$ cat config.mk
export PLATFORM = sky130hd
export DESIGN_NAME = tagged_id_list_max_scanner_top
export DESIGN_NICKNAME = d
export VERILOG_FILES = /design/src/rtl/core/tidlms_pkg.sv /design/src/rtl/core/tidlms_in_stage.sv /design/src/rtl/core/tidlms_scan.sv /design/src/rtl/core/tidlms_out_stage.sv /design/src/rtl/core/tagged_id_list_max_scanner_top.sv
export VERILOG_INCLUDE_DIRS = /design/src /design/src/rtl/core
export SDC_FILE = /design/constraint.sdc
export NUM_CORES = 1
export LEC_CHECK = 0
export BUFFER_PORTS_ARGS = -buffer_cell sky130_fd_sc_hd__buf_2
export CORE_UTILIZATION = 55
export CTS_CLUSTER_DIAMETER = 30
export DETAILED_ROUTE_END_ITERATION = 8
export GPL_ROUTABILITY_DRIVEN = 0
export PLACE_DENSITY = 0.81
export SLEW_MARGIN = 20
export SYNTH_ARGS = -nofsm -noshare
export SYNTH_HDL_FRONTEND = slang
export SYNTH_SLANG_ARGS = --single-unit
$ cat constraint.sdc
create_clock -name clk -period 6 [get_ports clk]
set_input_delay 0.3 -clock clk [delete_from_list [all_inputs] [get_ports clk]]
set_output_delay 0.3 -clock clk [all_outputs]
set_load 0.05 [all_outputs]
$ cat src/rtl/core/tagged_id_list_max_scanner_top_defines.svh
// assertion macros for the id list scanner
// no dependencies; included by the top level
`ifndef TAGGED_ID_LIST_MAX_SCANNER_TOP_DEFINES_SVH
`define TAGGED_ID_LIST_MAX_SCANNER_TOP_DEFINES_SVH

// same-cycle implication
`define TIDLMS_ASSERT_NOW(label, clk, rstn, ante, cons) \
  label: assert property (@(posedge clk) disable iff (!(rstn)) (ante) |-> (cons)) \
    else $error("tidlms assertion failed");

// next-cycle implication
`define TIDLMS_ASSERT_NEXT(label, clk, rstn, ante, cons) \
  label: assert property (@(posedge clk) disable iff (!(rstn)) (ante) |=> (cons)) \
    else $error("tidlms assertion failed");

`endif

$ cat src/rtl/core/tidlms_pkg.sv
// shared types and constants for the id list scanner
// no dependencies
package tidlms_pkg;

  localparam int ID_DIGITS = 6;
  localparam int DIG_W     = $clog2(ID_DIGITS + 1);
  localparam int VAL_W     = 20;

  localparam logic [7:0] CH_SPACE  = 8'h20;
  localparam logic [7:0] CH_TAB    = 8'h09;
  localparam logic [7:0] CH_LF     = 8'h0A;
  localparam logic [7:0] CH_VT     = 8'h0B;
  localparam logic [7:0] CH_FF     = 8'h0C;
  localparam logic [7:0] CH_CR     = 8'h0D;
  localparam logic [7:0] CH_LBRACE = 8'h7B;
  localparam logic [7:0] CH_RBRACE = 8'h7D;
  localparam logic [7:0] CH_COMMA  = 8'h2C;
  localparam logic [7:0] CH_EQ     = 8'h3D;
  localparam logic [7:0] CH_B      = 8'h42;
  localparam logic [7:0] CH_I      = 8'h69;
  localparam logic [7:0] CH_D      = 8'h64;
  localparam logic [7:0] CH_S      = 8'h73;
  localparam logic [7:0] CH_0      = 8'h30;
  localparam logic [7:0] CH_9      = 8'h39;

  typedef enum logic [2:0] {
    MODE_LINE_START = 3'd0,
    MODE_KEY_I      = 3'd1,
    MODE_KEY_D      = 3'd2,
    MODE_KEY_S      = 3'd3,
    MODE_SKIP_EOL   = 3'd4,
    MODE_WAIT_BRACE = 3'd5,
    MODE_IN_LIST    = 3'd6
  } scan_mode_t;

  typedef struct packed {
    logic [7:0] text_byte;
    logic       file_start;
    logic       file_end;
  } in_beat_t;

  typedef struct packed {
    logic             token_found;
    logic [VAL_W-1:0] token_value;
    logic [VAL_W-1:0] max_value;
  } res_beat_t;

endpackage

$ cat src/rtl/core/tidlms_in_stage.sv
// input register stage for the id list scanner
// depends on tidlms_pkg
module tidlms_in_stage (
  input  logic                 clk,
  input  logic                 rst_n,
  input  logic                 up_valid,
  output logic                 up_ready,
  input  tidlms_pkg::in_beat_t up_beat,
  output logic                 dn_valid,
  input  logic                 dn_ready,
  output tidlms_pkg::in_beat_t dn_beat
);

  logic                 valid_r;
  tidlms_pkg::in_beat_t beat_r;

  assign up_ready = !valid_r || dn_ready;
  assign dn_valid = valid_r;
  assign dn_beat  = beat_r;

  always_ff @(posedge clk) begin
    if (!rst_n) begin
      valid_r <= 1'b0;
    end else if (up_valid && up_ready) begin
      valid_r <= 1'b1;
    end else if (dn_ready) begin
      valid_r <= 1'b0;
    end
  end

  always_ff @(posedge clk) begin
    if (up_valid && up_ready) begin
      beat_r <= up_beat;
    end
  end

endmodule

$ cat src/rtl/core/tidlms_scan.sv
// line/key/list scanner state and token decode, one byte per beat
// depends on tidlms_pkg
module tidlms_scan (
  input  logic                  clk,
  input  logic                  rst_n,
  input  logic                  adv,
  input  tidlms_pkg::in_beat_t  beat,
  output tidlms_pkg::res_beat_t res
);

  tidlms_pkg::scan_mode_t               mode_r, mode_nxt;
  logic                                 pws_r, pws_nxt;
  logic [tidlms_pkg::DIG_W-1:0]         dc_r, dc_nxt;
  logic                                 ta_r, ta_nxt;
  logic [tidlms_pkg::VAL_W-1:0]         acc_r, acc_nxt;
  logic [tidlms_pkg::VAL_W-1:0]         max_r, max_nxt;

  function automatic logic is_blank(input logic [7:0] c);
    return c == tidlms_pkg::CH_SPACE || c == tidlms_pkg::CH_TAB ||
           c == tidlms_pkg::CH_LF || c == tidlms_pkg::CH_VT ||
           c == tidlms_pkg::CH_FF || c == tidlms_pkg::CH_CR;
  endfunction

  function automatic logic is_stop(input logic [7:0] c);
    return c == tidlms_pkg::CH_LBRACE || c == tidlms_pkg::CH_RBRACE ||
           c == tidlms_pkg::CH_COMMA || c == tidlms_pkg::CH_SPACE ||
           c == tidlms_pkg::CH_TAB || c == tidlms_pkg::CH_LF;
  endfunction

  always_comb begin
    logic [7:0]                   c;
    logic                         found;
    logic [tidlms_pkg::VAL_W-1:0] value;
    logic                         digit;
    logic                         full;
    c     = beat.text_byte;
    found = 1'b0;
    value = '0;
    digit = (c >= tidlms_pkg::CH_0) && (c <= tidlms_pkg::CH_9);

    mode_nxt = mode_r;
    pws_nxt  = pws_r;
    dc_nxt   = dc_r;
    ta_nxt   = ta_r;
    acc_nxt  = acc_r;

    if (beat.file_start) begin
      mode_nxt = tidlms_pkg::MODE_LINE_START;
      pws_nxt  = 1'b1;
      dc_nxt   = '0;
      ta_nxt   = 1'b0;
      acc_nxt  = '0;
    end

    full = (dc_nxt == tidlms_pkg::DIG_W'(tidlms_pkg::ID_DIGITS));

    case (mode_nxt)
      tidlms_pkg::MODE_LINE_START: begin
        if (!is_blank(c)) begin
          mode_nxt = (c == tidlms_pkg::CH_I) ? tidlms_pkg::MODE_KEY_I
                                             : tidlms_pkg::MODE_SKIP_EOL;
        end
      end
      tidlms_pkg::MODE_KEY_I: begin
        if (c == tidlms_pkg::CH_D) begin
          mode_nxt = tidlms_pkg::MODE_KEY_D;
        end else begin
          mode_nxt = (c == tidlms_pkg::CH_LF) ? tidlms_pkg::MODE_LINE_START
                                              : tidlms_pkg::MODE_SKIP_EOL;
        end
      end
      tidlms_pkg::MODE_KEY_D: begin
        if (c == tidlms_pkg::CH_S) begin
          mode_nxt = tidlms_pkg::MODE_KEY_S;
        end else begin
          mode_nxt = (c == tidlms_pkg::CH_LF) ? tidlms_pkg::MODE_LINE_START
                                              : tidlms_pkg::MODE_SKIP_EOL;
        end
      end
      tidlms_pkg::MODE_KEY_S: begin
        mode_nxt = (is_blank(c) || c == tidlms_pkg::CH_EQ) ? tidlms_pkg::MODE_WAIT_BRACE
                                                           : tidlms_pkg::MODE_SKIP_EOL;
      end
      tidlms_pkg::MODE_SKIP_EOL: begin
        if (c == tidlms_pkg::CH_LF) begin
          mode_nxt = tidlms_pkg::MODE_LINE_START;
        end
      end
      tidlms_pkg::MODE_WAIT_BRACE: begin
        if (c == tidlms_pkg::CH_LBRACE) begin
          mode_nxt = tidlms_pkg::MODE_IN_LIST;
          pws_nxt  = 1'b1;
          ta_nxt   = 1'b0;
        end
      end
      default: begin
        if (ta_nxt) begin
          if (digit) begin
            if (!full) begin
              acc_nxt = (acc_nxt << 3) + (acc_nxt << 1) +
                        tidlms_pkg::VAL_W'(c[3:0]);
              dc_nxt  = dc_nxt + 1'b1;
            end else begin
              ta_nxt = 1'b0;
            end
            pws_nxt = 1'b0;
          end else begin
            if (is_stop(c) && full) begin
              found = 1'b1;
              value = acc_nxt;
            end
            ta_nxt  = 1'b0;
            pws_nxt = is_stop(c);
          end
        end else if (c == tidlms_pkg::CH_B && pws_nxt) begin
          ta_nxt  = 1'b1;
          dc_nxt  = '0;
          acc_nxt = '0;
        end else begin
          pws_nxt = is_stop(c);
        end
        if (c == tidlms_pkg::CH_RBRACE) begin
          ta_nxt   = 1'b0;
          mode_nxt = tidlms_pkg::MODE_SKIP_EOL;
        end
      end
    endcase

    if (beat.file_end) begin
      if (ta_nxt && dc_nxt == tidlms_pkg::DIG_W'(tidlms_pkg::ID_DIGITS)) begin
        found = 1'b1;
        value = acc_nxt;
      end
      mode_nxt = tidlms_pkg::MODE_LINE_START;
      pws_nxt  = 1'b1;
      dc_nxt   = '0;
      ta_nxt   = 1'b0;
      acc_nxt  = '0;
    end

    max_nxt = (found && value > max_r) ? value : max_r;

    res.token_found = found;
    res.token_value = value;
    res.max_value   = max_nxt;
  end

  always_ff @(posedge clk) begin
    if (!rst_n) begin
      mode_r <= tidlms_pkg::MODE_LINE_START;
      pws_r  <= 1'b1;
      dc_r   <= '0;
      ta_r   <= 1'b0;
      acc_r  <= '0;
      max_r  <= '0;
    end else if (adv) begin
      mode_r <= mode_nxt;
      pws_r  <= pws_nxt;
      dc_r   <= dc_nxt;
      ta_r   <= ta_nxt;
      acc_r  <= acc_nxt;
      max_r  <= max_nxt;
    end
  end

endmodule

$ cat src/rtl/core/tidlms_out_stage.sv
// result register stage for the id list scanner
// depends on tidlms_pkg
module tidlms_out_stage (
  input  logic                  clk,
  input  logic                  rst_n,
  input  logic                  up_valid,
  output logic                  up_ready,
  input  tidlms_pkg::res_beat_t up_res,
  output logic                  dn_valid,
  input  logic                  dn_ready,
  output tidlms_pkg::res_beat_t dn_res
);

  logic                  valid_r;
  tidlms_pkg::res_beat_t res_r;

  assign up_ready = !valid_r || dn_ready;
  assign dn_valid = valid_r;
  assign dn_res   = res_r;

  always_ff @(posedge clk) begin
    if (!rst_n) begin
      valid_r <= 1'b0;
    end else if (up_valid && up_ready) begin
      valid_r <= 1'b1;
    end else if (dn_ready) begin
      valid_r <= 1'b0;
    end
  end

  always_ff @(posedge clk) begin
    if (up_valid && up_ready) begin
      res_r <= up_res;
    end
  end

endmodule

$ cat src/rtl/core/tagged_id_list_max_scanner_top.sv
// channel   | ports                                              | handshake
// input     | in_text_byte, in_file_start, in_file_end           | in_valid / in_ready
// result    | out_token_found, out_token_value, out_max_value    | out_valid / out_ready
//
// one result beat per input beat; the scanner state updates as a beat moves into the result register
// sustains one beat per cycle while out_ready is high, via the input register and result register
// rst_n is synchronous: scanner at line start, running maximum cleared
// a stalled result holds; the input register still takes one more beat behind it
// depends on tidlms_pkg, tidlms_in_stage, tidlms_scan, tidlms_out_stage and the defines header
`include "tagged_id_list_max_scanner_top_defines.svh"

module tagged_id_list_max_scanner_top (
  input  logic        clk,
  input  logic        rst_n,
  input  logic        in_valid,
  output logic        in_ready,
  input  logic [7:0]  in_text_byte,
  input  logic        in_file_start,
  input  logic        in_file_end,
  output logic        out_valid,
  input  logic        out_ready,
  output logic        out_token_found,
  output logic [19:0] out_token_value,
  output logic [19:0] out_max_value
);

  tidlms_pkg::in_beat_t  in_beat;
  tidlms_pkg::in_beat_t  s1_beat;
  tidlms_pkg::res_beat_t s1_res;
  tidlms_pkg::res_beat_t out_res;
  logic                  s1_valid;
  logic                  s2_ready;
  logic                  adv;

  assign in_beat.text_byte  = in_text_byte;
  assign in_beat.file_start = in_file_start;
  assign in_beat.file_end   = in_file_end;

  assign adv = s1_valid && s2_ready;

  tidlms_in_stage u_in (
    .clk      (clk),
    .rst_n    (rst_n),
    .up_valid (in_valid),
    .up_ready (in_ready),
    .up_beat  (in_beat),
    .dn_valid (s1_valid),
    .dn_ready (s2_ready),
    .dn_beat  (s1_beat)
  );

  tidlms_scan u_scan (
    .clk   (clk),
    .rst_n (rst_n),
    .adv   (adv),
    .beat  (s1_beat),
    .res   (s1_res)
  );

  tidlms_out_stage u_out (
    .clk      (clk),
    .rst_n    (rst_n),
    .up_valid (s1_valid),
    .up_ready (s2_ready),
    .up_res   (s1_res),
    .dn_valid (out_valid),
    .dn_ready (out_ready),
    .dn_res   (out_res)
  );

  assign out_token_found = out_res.token_found;
  assign out_token_value = out_res.token_value;
  assign out_max_value   = out_res.max_value;

  `TIDLMS_ASSERT_NOW(a_max_covers_token, clk, rst_n, out_valid && out_token_found, out_max_value >= out_token_value)
  `TIDLMS_ASSERT_NOW(a_value_zero_no_token, clk, rst_n, out_valid && !out_token_found, out_token_value == 20'd0)
  `TIDLMS_ASSERT_NOW(a_busy_only_on_stall, clk, rst_n, !in_ready, out_valid && !out_ready)

endmodule
# --- Word-level counts from Yosys, hierarchy flattened ---
# Index checks and enable logic that the tools add are counted.
# Widths: inputs -> output; s select.
totals:
  output_inout_bits: 43
  ff_bits: 101
  inputBits: 14
  wordCells: 127
classes:
  n_mux: 59
  addsub: 3
  eq_ne: 21
  n_reduce_logical: 27
  magnitude_cmp: 3
ops:
  columns: ["op", "n"]
  rows:
  - ["$mux 20", 14]
  - ["$mux 3", 17]
  - ["$eq 8x7->1 const B", 6]
  - ["$eq 8x4->1 const B", 5]
  - ["$mux 1", 25]
  - ["$eq 8x6->1 const B", 3]
  - ["$add 20x20->20", 1]
  - ["$add 20x4->20", 1]
  - ["$gt 20x20->1", 1]
  - ["$pmux 3 s6", 1]
  - ["$logic_or 1x1->1", 13]
  - ["$eq 3x3->1 const B", 4]
  - ["$ge 8x6->1 const B", 1]
  - ["$le 8x6->1 const B", 1]
  - ["$logic_and 1x1->1", 7]
  - ["$eq 3x2->1 const B", 2]
  - ["$reduce_or 6->1", 1]
  - ["$reduce_or 5->1", 1]
  - ["$pmux 1 s2", 2]
  - ["$reduce_bool 2->1", 2]
  - ["$add 3x1->3 const B", 1]
  - ["$eq 3x1->1 const B", 1]
  - ["$logic_not 3->1", 1]
  - ["$logic_not 1->1", 2]

# --- Depth between registers and ports, before layout ---
# Gate-level depths: netlist (run 1).
depth:
  depth_word: 16
  mapped_depth: 26
  ltp_nobuf: 22

# --- Cells and area by module ---
# From an unflattened synthesis (run 1), not the netlist that was laid out.
hier_totals:
  cells_unflattened: 682
  hier_area_um2: 6547.5
by_module_without_submodules:
  columns: ["module", "cells_each", "area_per_inst_um2", "n_inst", "seq_area_each_um2"]
  rows:
  - ["tidlms_scan", 620, 4894.7, 1, 960.9]
  - ["tidlms_out_stage", 46, 1288.7, 1, 1251.2]
  - ["tidlms_in_stage", 15, 357.8, 1, 320.3]
  - ["tagged_id_list_max_scanner_top", 1, 6.3, 1, 0.0]

# --- Worst setup path before layout (run 1) ---
# Ideal clock, no wire load.
synth_path:
  kind: "register to register"
  startpoint: "register u_in.beat_r (netlist bit u_in.dn_beat[1])"
  endpoint: "register u_out.res_r (netlist bit u_out.dn_res[0]), data pin"
  slack_ps: 381
  t_required_ps: 5732
  arrival_ps: 5351
  stages_incl_launch_ff: 26
  n_path_buf: 4
  setup_time_ps: 268
  synth_period_minus_slack_ps: 5619
  cell_sequence: "edfxtp_1 clkbuf_1 clkbuf_1 clkbuf_1 nand2b_1 inv_1 ha_1 ha_1 inv_1 fa_1 nand2b_1 a211o_1 and2_1 a21oi_1 a311oi_1 o31a_2 o41ai_1 ha_1 nand4_1 nor2_1 nand2_1 o32ai_1 a21oi_2 buf_2 nor2_1 a21oi_1"
synth_lines:
  columns: ["item", "line", "text"]
  rows:
  - ["start: declaration", "tidlms_in_stage.sv:15", "tidlms_pkg::in_beat_t beat_r;"]
  - ["start signal: assignment", "tidlms_in_stage.sv:33", "beat_r <= up_beat;"]
  - ["end signal: assignment", "tidlms_out_stage.sv:33", "res_r <= up_res;"]
  - ["end: declaration", "tidlms_out_stage.sv:15", "tidlms_pkg::res_beat_t res_r;"]

==> results of run 1 <==
## metrics by stage
stage / hold WS (ns) / instance area (sq um) / cells
after floorplan: 0.362 / 6520 / 695
after global placement: 0.445 / 6950 / 881
after detailed placement: 0.451 / 6950 / 881
after CTS: 0.107 / 7220 / 897
after global routing: 0.102 / 7260 / 898
final: 0.114 / 7260 / 898
## registers in the layout, summed over array words and instances, names as in the netlist
register	cells
u_out.dn_valid	1
u_scan.ta_r	1
u_scan.pws_r	1
u_in.dn_valid	1
u_out.dn_res	41
u_scan.dc_r	3
u_in.dn_beat	10
u_scan.max_r	20
u_scan.acc_r	20
u_scan.mode_r	3
## power by group through the flow
stage               Clock (mW)  Combinational, mW  Sequential (mW)
global placement             0              0.116            0.767
finish                   0.545              0.120            0.751
global route             0.583              0.126            0.753
CTS                      0.553              0.118            0.752
detailed placement           0              0.118            0.768
floorplan                    0             0.0401            0.814
## worst min path at each step
| stage | start | slack, ns | endpoint | cells after the start |
|---|---|---|---|---|
| floorplan | rst_n | 0.36 | u_scan.pws_r$_SDFFE_PN1P_ | 1 |
| detailed placement | u_scan.acc_r[6]$_SDFFE_PN0P_ | 0.45 | u_scan.acc_r[6]$_SDFFE_PN0P_ | 2 |
| CTS | in_file_start | 0.11 | u_in.dn_beat[1]$_DFFE_PP_ | 1 |
| global placement | u_scan.acc_r[6]$_SDFFE_PN0P_ | 0.44 | u_scan.acc_r[6]$_SDFFE_PN0P_ | 2 |
| global route | in_text_byte[5] | 0.10 | u_in.dn_beat[7]$_DFFE_PP_ | 1 |
| finish | in_text_byte[5] | 0.11 | u_in.dn_beat[7]$_DFFE_PP_ | 1 |
## metal layers
layer | share of wire (%) | track usage (%)
met1 | 39 | 32.0
met2 | 48 | 44.3
met3 | 8.8 | 7.05
met4 | 4.0 | 14.2
met5 | 0 | 0
## what timing repair did
item                       4_1_cts  5_1_grt
setup buffers                    0        1
setup endpoints to repair        0       39
gates resized for setup          0        4
hold endpoints to repair         0        0
## worst max-delay path, delay by kind of cell (launching register included)
kind / cells / cell delay (ns)
fa+ha+maj: 2 / 0.47
compound gates: 7 / 2.13
buf+inv: 3 / 0.73
mux: 1 / 0.23
simple gates: 7 / 1.39
flops: 1 / 0.43
## synthesized netlist by cell type (8+ instances only)
cell | number | share of area, %
sky130_fd_sc_hd__nor2b_1 | 17 | 1.6
sky130_fd_sc_hd__a22o_1 | 8 | 1.1
sky130_fd_sc_hd__nor2_1 | 74 | 4.3
sky130_fd_sc_hd__a21o_1 | 12 | 1.4
sky130_fd_sc_hd__a21oi_1 | 31 | 2.4
sky130_fd_sc_hd__a211oi_1 | 9 | 1.0
sky130_fd_sc_hd__nand2b_1 | 17 | 1.6
sky130_fd_sc_hd__o21ai_0 | 36 | 2.8
sky130_fd_sc_hd__a31oi_1 | 10 | 0.96
sky130_fd_sc_hd__dfxtp_1 | 50 | 15
sky130_fd_sc_hd__inv_1 | 37 | 2.1
sky130_fd_sc_hd__nand3_1 | 11 | 0.84
sky130_fd_sc_hd__nand3b_1 | 8 | 0.92
sky130_fd_sc_hd__xnor2_1 | 8 | 1.1
sky130_fd_sc_hd__a22oi_1 | 13 | 1.5
sky130_fd_sc_hd__nand2_1 | 56 | 3.2
sky130_fd_sc_hd__edfxtp_1 | 51 | 23
sky130_fd_sc_hd__ha_1 | 56 | 11
sky130_fd_sc_hd__clkbuf_1 | 21 | 1.2
sky130_fd_sc_hd__mux2i_1 | 9 | 1.4
sky130_fd_sc_hd__and2_1 | 9 | 0.86
## cell families after synthesis
| family | synth area share (%) |
|---|---|
| xor gates and xnor gates | 2.02 |
| adders and majority gates | 11.1 |
| AOI/OAI and AO/OA | 22.5 |
| muxes | 1.90 |
| and+or+nand+nor | 18.6 |
| DFF | 38.8 |
| buffers and inverters | 5.16 |
## cell type report
class,instances,area (sq um)
clock inverters,7,48.8
multi-input cells,522,3680
repair buffers,78,445
fillers,910,4210
well taps,143,179
flip-flops and latches,101,2530
inverters,38,143
clock buffers,9,225
==> impl_metrics.yaml, run 1 <==
clock_tree:
  postCtsHoldBufs: 0
  clock_tree.root_cell: "sky130_fd_sc_hd__clkbuf_16"
  clkSlewWorstSetupHoldPaths_ns: 0.07
  deepest_clock_path_buffer_count: 2
  clock_tree_from_tritoncts: "yes"
  worst_skew_pair.late_latency_ns: 0.36
  clock_sinks: 101
  tritoncts.num_buffers: 9
  htree_num_levels: 3
sta:
  grt_setup_unrepaired: "false"
  finalHoldViolCount: 0
  fin_ws_ns: 0.436
  worstMarginPinSlew_ns: 0.878
  tcrit_tclk_final_pct: 92.7
  worst_clock_skew_ns: 0.0104
  timing.final.max_slew_violations: 0
  fin_setup_tns_ns: 0
  slew_headroom_pct: 41.4
  period_minus_slack_ns: 5.56
  setup_violations: 0
  maximum_clock_rate_mhz: 180
drt:
  num_vias: 5681
  post_dr_wirelength_cell_um: 18.0
  post_drt_via_cell_ratio: 6.33
  ant_nets: 0
  iter_0_drt_violations: 614
  drc_errors: 0
  postRouteWirelength_um: 16100
  drt_first_pass_iters: 6
min_path:
  worst_hold_path_type: "primary input to flop"
die:
  fp.dieArea_sq_um: 12300
  die_height_um: 111
  ios: 57
  die_width_um: 111
  initial_standard_cell_utilization_of_the_core_pct: 56.9
  row_count: 39
  core_region_area_sq_um: 11500
logic_synthesis:
  synth_cells: 695
  number_of_synthesized_register_bits: 101
  synth.net_count: 766
  synth_seq_area_share_pct: 38.8
  synth-edff-count: 51
  synth_warnings: 0
  syn_area_per_cell_sq_um: 9.38
  async_reset_ff_share_pct: 0
  synth_flop_cell: "sky130_fd_sc_hd__edfxtp_1"
  netlist-cell-type-count: 85
  synth_area_sq_um: 6520
critical_path:
  crit_end: "u_scan.max_r[6]$_SDFFE_PN0P_"
  crit_path_cell_trace: "buf_4 > nand2b_1 > ha_1 > nand3b_1 > nand3_1 > a211o_1 > a2111o_1 > or2_4 > o2bb2ai_1 > ha_1 > nand3_1 > nor3_1 > o211ai_1 > o211ai_1 > o32ai_1 > buf_4 > a211oi_4 > buf_4 > mux2i_1 > nor2_1"
  timing.reg2reg.setup_slack_ns: 0.44
  crit_path_max_incr_delay_ns: 0.52
  critical-path-slowest-cell: "sky130_fd_sc_hd__a2111o_1"
  worst_r2r_path_depth: 20
  worst_path_most_repeated_cell: "sky130_fd_sc_hd__buf_4"
  critical_path_arrival_ns: 5.77
  critPathLaunch: "u_in.dn_beat[1]$_DFFE_PP_"
  timing.critical_path.required_ns: 6.21
  timing.rr.end: "u_scan.max_r[6]$_SDFFE_PN0P_"
  path_class: "flop to flop"
  timing.critical_path.fanout_max: 31
  start_kind: "flop"
  r2r-start: "u_in.dn_beat[1]$_DFFE_PP_"
  cp-end-kind: "flop"
final_layout:
  layout-drive-gt1-share_pct: 17.1
  mostFrequentLayoutCell: "sky130_fd_sc_hd__nor2_1"
  finish.net_count: 821
  final_core_utilization_pct: 63.3
  antenna-diode-count: 0
  flow.area_growth_from_synthesis_pct: 11.3
  mostFrequentLayoutCells: "sky130_fd_sc_hd__nor2_1, sky130_fd_sc_hd__nand2_1, sky130_fd_sc_hd__ha_1, sky130_fd_sc_hd__buf_2, sky130_fd_sc_hd__edfxtp_1"
power_and_ir_drop:
  power.share.combinational_pct: 8.4
  power.density_nw_per_um2: 195
  seq_power_share_pct: 53.1
  switching_power_mw: 0.365
  vdd_ir_drop_max_v: 0.000215
  switching_fraction_pct: 25.8
  fin_total_pwr_mw: 1.42
  internal_power_mw: 1.05
  clockPowerShare_pct: 38.5
  power.leakage_nw: 2.94
global_route:
  vias_in_the_first_global_route: 5520
  overflow_left_after_global_routing: 0
  grt_max_degree: 47
  initial_antenna_violation_count: 0
  grt_first_pass_wirelength_um: 26400
  track_usage_pct: 26.8
outcome:
  outcome: "finished, final reports clean"
placement:
  io_buffer_count: 56
  post_dp_hpwl_um: 11700
  dp_slack_ns: 0.193
run:
  max_cap_violations: 0
No activity file was read; power rests on OpenSTA's default activity.
==> run 2, diff against run 1 <==
--- a/config.mk
+++ b/config.mk
@@ -6,12 +6,12 @@
 export SDC_FILE = /design/constraint.sdc
 export NUM_CORES = 1
 export LEC_CHECK = 0
-export BUFFER_PORTS_ARGS = -buffer_cell sky130_fd_sc_hd__buf_2
-export CORE_UTILIZATION = 55
+export CORE_UTILIZATION = 58
 export CTS_CLUSTER_DIAMETER = 30
 export DETAILED_ROUTE_END_ITERATION = 8
+export DONT_BUFFER_PORTS = 1
 export GPL_ROUTABILITY_DRIVEN = 0
-export PLACE_DENSITY = 0.81
+export PLACE_DENSITY_LB_ADDON = 0.25
 export SLEW_MARGIN = 20
 export SYNTH_ARGS = -nofsm -noshare
 export SYNTH_HDL_FRONTEND = slang
==> run 2 against run 1 <==
Net effect:
- design area shrank 3.7%
- critical path depth is 2 higher
- global-route usage rose by 2.1 points
- core utilization is 0.93 points higher
- flip-flop and latch count unchanged
- setup slack worse by 0.098 ns
- first-iteration DRC count fell by 22%
- via count decreased by 4.0%
- critical path type unchanged
==> impl_metrics.yaml, run 2 (same netlist as run 1, synthesis figures left out) <==
drt:
  post_drt_via_cell_ratio: 6.41
  post_dr_wirelength_cell_um: 19.1
  ant_nets: 0
  postRouteWirelength_um: 16300
  drt_first_pass_iters: 6
  iter_0_drt_violations: 481
  num_vias: 5453
  drc_errors: 0
critical_path:
  timing.critical_path.required_ns: 6.25
  timing.reg2reg.setup_slack_ns: 0.34
  path_class: "flop to flop"
  critical_path_arrival_ns: 5.91
  r2r-start: "u_in.dn_beat[1]$_DFFE_PP_"
  timing.rr.end: "u_scan.max_r[3]$_SDFFE_PN0P_"
  start_kind: "flop"
  cp-end-kind: "flop"
  timing.critical_path.fanout_max: 12
  worst_r2r_path_depth: 22
power_and_ir_drop:
  power.leakage_nw: 2.74
  vdd_ir_drop_max_v: 0.000151
  fin_total_pwr_mw: 1.29
  power.density_nw_per_um2: 185
clock_tree:
  worst_skew_pair.late_latency_ns: 0.39
  deepest_clock_path_buffer_count: 2
  clkSlewWorstSetupHoldPaths_ns: 0.12
  clock_sinks: 101
  tritoncts.num_buffers: 9
  htree_num_levels: 3
  clock_tree.root_cell: "sky130_fd_sc_hd__clkbuf_8"
  clock_tree_from_tritoncts: "yes"
sta:
  worstMarginPinSlew_ns: 0.897
  period_minus_slack_ns: 5.66
  maximum_clock_rate_mhz: 177
  fin_ws_ns: 0.338
  slew_headroom_pct: 40.1
  tcrit_tclk_final_pct: 94.4
  worst_clock_skew_ns: 0.0196
  setup_violations: 0
  timing.final.max_slew_violations: 0
  finalHoldViolCount: 0
min_path:
  timing.hold.worst_endpoint: "u_in.dn_beat[0]$_DFFE_PP_"
  worst_hold_path.num_cells: 0
  worst_hold_path_type: "primary input to flop"
  hp-start: "in_file_end"
final_layout:
  antenna-diode-count: 0
  layout-drive-gt1-share_pct: 10.3
  finish.net_count: 777
  final_cell_area_sq_um: 6990
  regArea_sq_um: 2530
  fillers: 851
  mostFrequentLayoutCell: "sky130_fd_sc_hd__nor2_1"
  multi_input_comb_area_sq_um: 3670
  largest_register_ffs: 41
  fin_cells: 851
  mostFrequentLayoutCells: "sky130_fd_sc_hd__nor2_1, sky130_fd_sc_hd__nand2_1, sky130_fd_sc_hd__ha_1"
  flow.area_growth_from_synthesis_pct: 7.22
run:
  max_cap_violations: 0
global_route:
  vias_in_the_first_global_route: 5217
  overflow_left_after_global_routing: 0
  grt_max_degree: 47
  track_usage_pct: 28.9
  initial_antenna_violation_count: 0
  grt_first_pass_wirelength_um: 26000
die:
  die_width_um: 108
  fp.dieArea_sq_um: 11700
  initial_standard_cell_utilization_of_the_core_pct: 59.9
  core_region_area_sq_um: 10900
  die_height_um: 108
  ios: 57
  row_count: 38
placement:
  io_buffer_count: 0
  place.detailed.instances: 821
  dp_slack_ns: 0.137
  place_area_sq_um: 6660
  post_dp_hpwl_um: 11800
outcome:
  outcome: "finished, final reports clean"
-- run 2: cell types whose count changed in the layout (fill, tap and decap cells not counted), moves of 2 or more --
cell,delta
sky130_fd_sc_hd__buf_2,-56
sky130_fd_sc_hd__dlygate4sd3_1,+10
sky130_fd_sc_hd__clkbuf_16,-9
sky130_fd_sc_hd__clkbuf_8,+9
sky130_fd_sc_hd__clkinv_2,-3
sky130_fd_sc_hd__clkinv_4,+3
sky130_fd_sc_hd__buf_4,+2
sky130_fd_sc_hd__inv_6,-2
sky130_fd_sc_hd__inv_8,+2
-- run 2: worst max path at each step --
stage          slack, ns                            to                       from  depth (start not counted)
2_1_floorplan       0.38     u_out.dn_res[0]$_DFFE_PP_  u_in.dn_beat[1]$_DFFE_PP_                         25
3_3_place_gp        0.36     u_out.dn_res[9]$_DFFE_PP_  u_in.dn_beat[1]$_DFFE_PP_                         18
3_5_place_dp        0.14     u_out.dn_res[2]$_DFFE_PP_  u_in.dn_beat[1]$_DFFE_PP_                         21
4_1_cts             0.12     u_out.dn_res[2]$_DFFE_PP_  u_in.dn_beat[1]$_DFFE_PP_                         21
5_1_grt            -0.03  u_scan.max_r[3]$_SDFFE_PN0P_  u_in.dn_beat[1]$_DFFE_PP_                         22
6_report            0.34  u_scan.max_r[3]$_SDFFE_PN0P_  u_in.dn_beat[1]$_DFFE_PP_                         22
-- run 2: timing repair --
action	in CTS	in global routing
hold buffers	5	5
resized for setup	0	2
setup endpoints to repair	0	20
endpoints found under the hold margin	5	5
buffers inserted	0	4
-- run 2: metrics by stage --
step	hold slack (ns)	util (%)	TNS [ns]
after floorplan	0.362	-	0
after global routing	0.000445	64.2	-0.0876
after detailed placement	0.372	61.2	0
after global placement	0.367	61.1	0
final	0.0169	64.2	0
after CTS	0.00532	63.3	0
-- run 2: cell type report --
cell class,instances,share of cell area (%)
multi-input combinational,522,52.6
inverter,38,2.04
timing repair buffer,34,4.01
sequential,101,36.2
tap,140,2.51
clock inverter,6,0.823
clock buffer,10,1.83
-- run 2: power by group --
group	internal [mW]	switching [mW]
combinational	0.0181	0.0399
clock	0.160	0.269
sequential	0.743	0.0614
-- run 2: critical path, stage by stage (launching register included) --
cell	delay [ns]
sky130_fd_sc_hd__edfxtp_1	0.54
sky130_fd_sc_hd__nor2b_1	0.26
sky130_fd_sc_hd__xnor2_1	0.11
sky130_fd_sc_hd__ha_1	0.33
sky130_fd_sc_hd__inv_1	0.08
sky130_fd_sc_hd__fa_1	0.43
sky130_fd_sc_hd__nand2b_1	0.22
sky130_fd_sc_hd__a211o_1	0.32
sky130_fd_sc_hd__and2_1	0.18
sky130_fd_sc_hd__a21oi_1	0.22
sky130_fd_sc_hd__a311oi_1	0.13
sky130_fd_sc_hd__o31a_2	0.32
sky130_fd_sc_hd__o41ai_1	0.47
sky130_fd_sc_hd__ha_1	0.20
sky130_fd_sc_hd__nand4_1	0.14
sky130_fd_sc_hd__nor2_1	0.19
sky130_fd_sc_hd__o21ai_0	0.12
sky130_fd_sc_hd__a31oi_1	0.22
sky130_fd_sc_hd__o32ai_2	0.18
sky130_fd_sc_hd__a211oi_4	0.26
sky130_fd_sc_hd__buf_4	0.29
sky130_fd_sc_hd__mux2i_1	0.24
sky130_fd_sc_hd__nor2_1	0.05
-- run 2: per-layer routing --
layer  vias to the layer above  share of wire (%)  track usage [%]
met5                         -                  0                0
met4                         0                3.4             12.8
met3                        47                5.3             4.46
met2                       199                 48             49.0
met1                      2604                 43             36.1
li1                       2603                  -                -
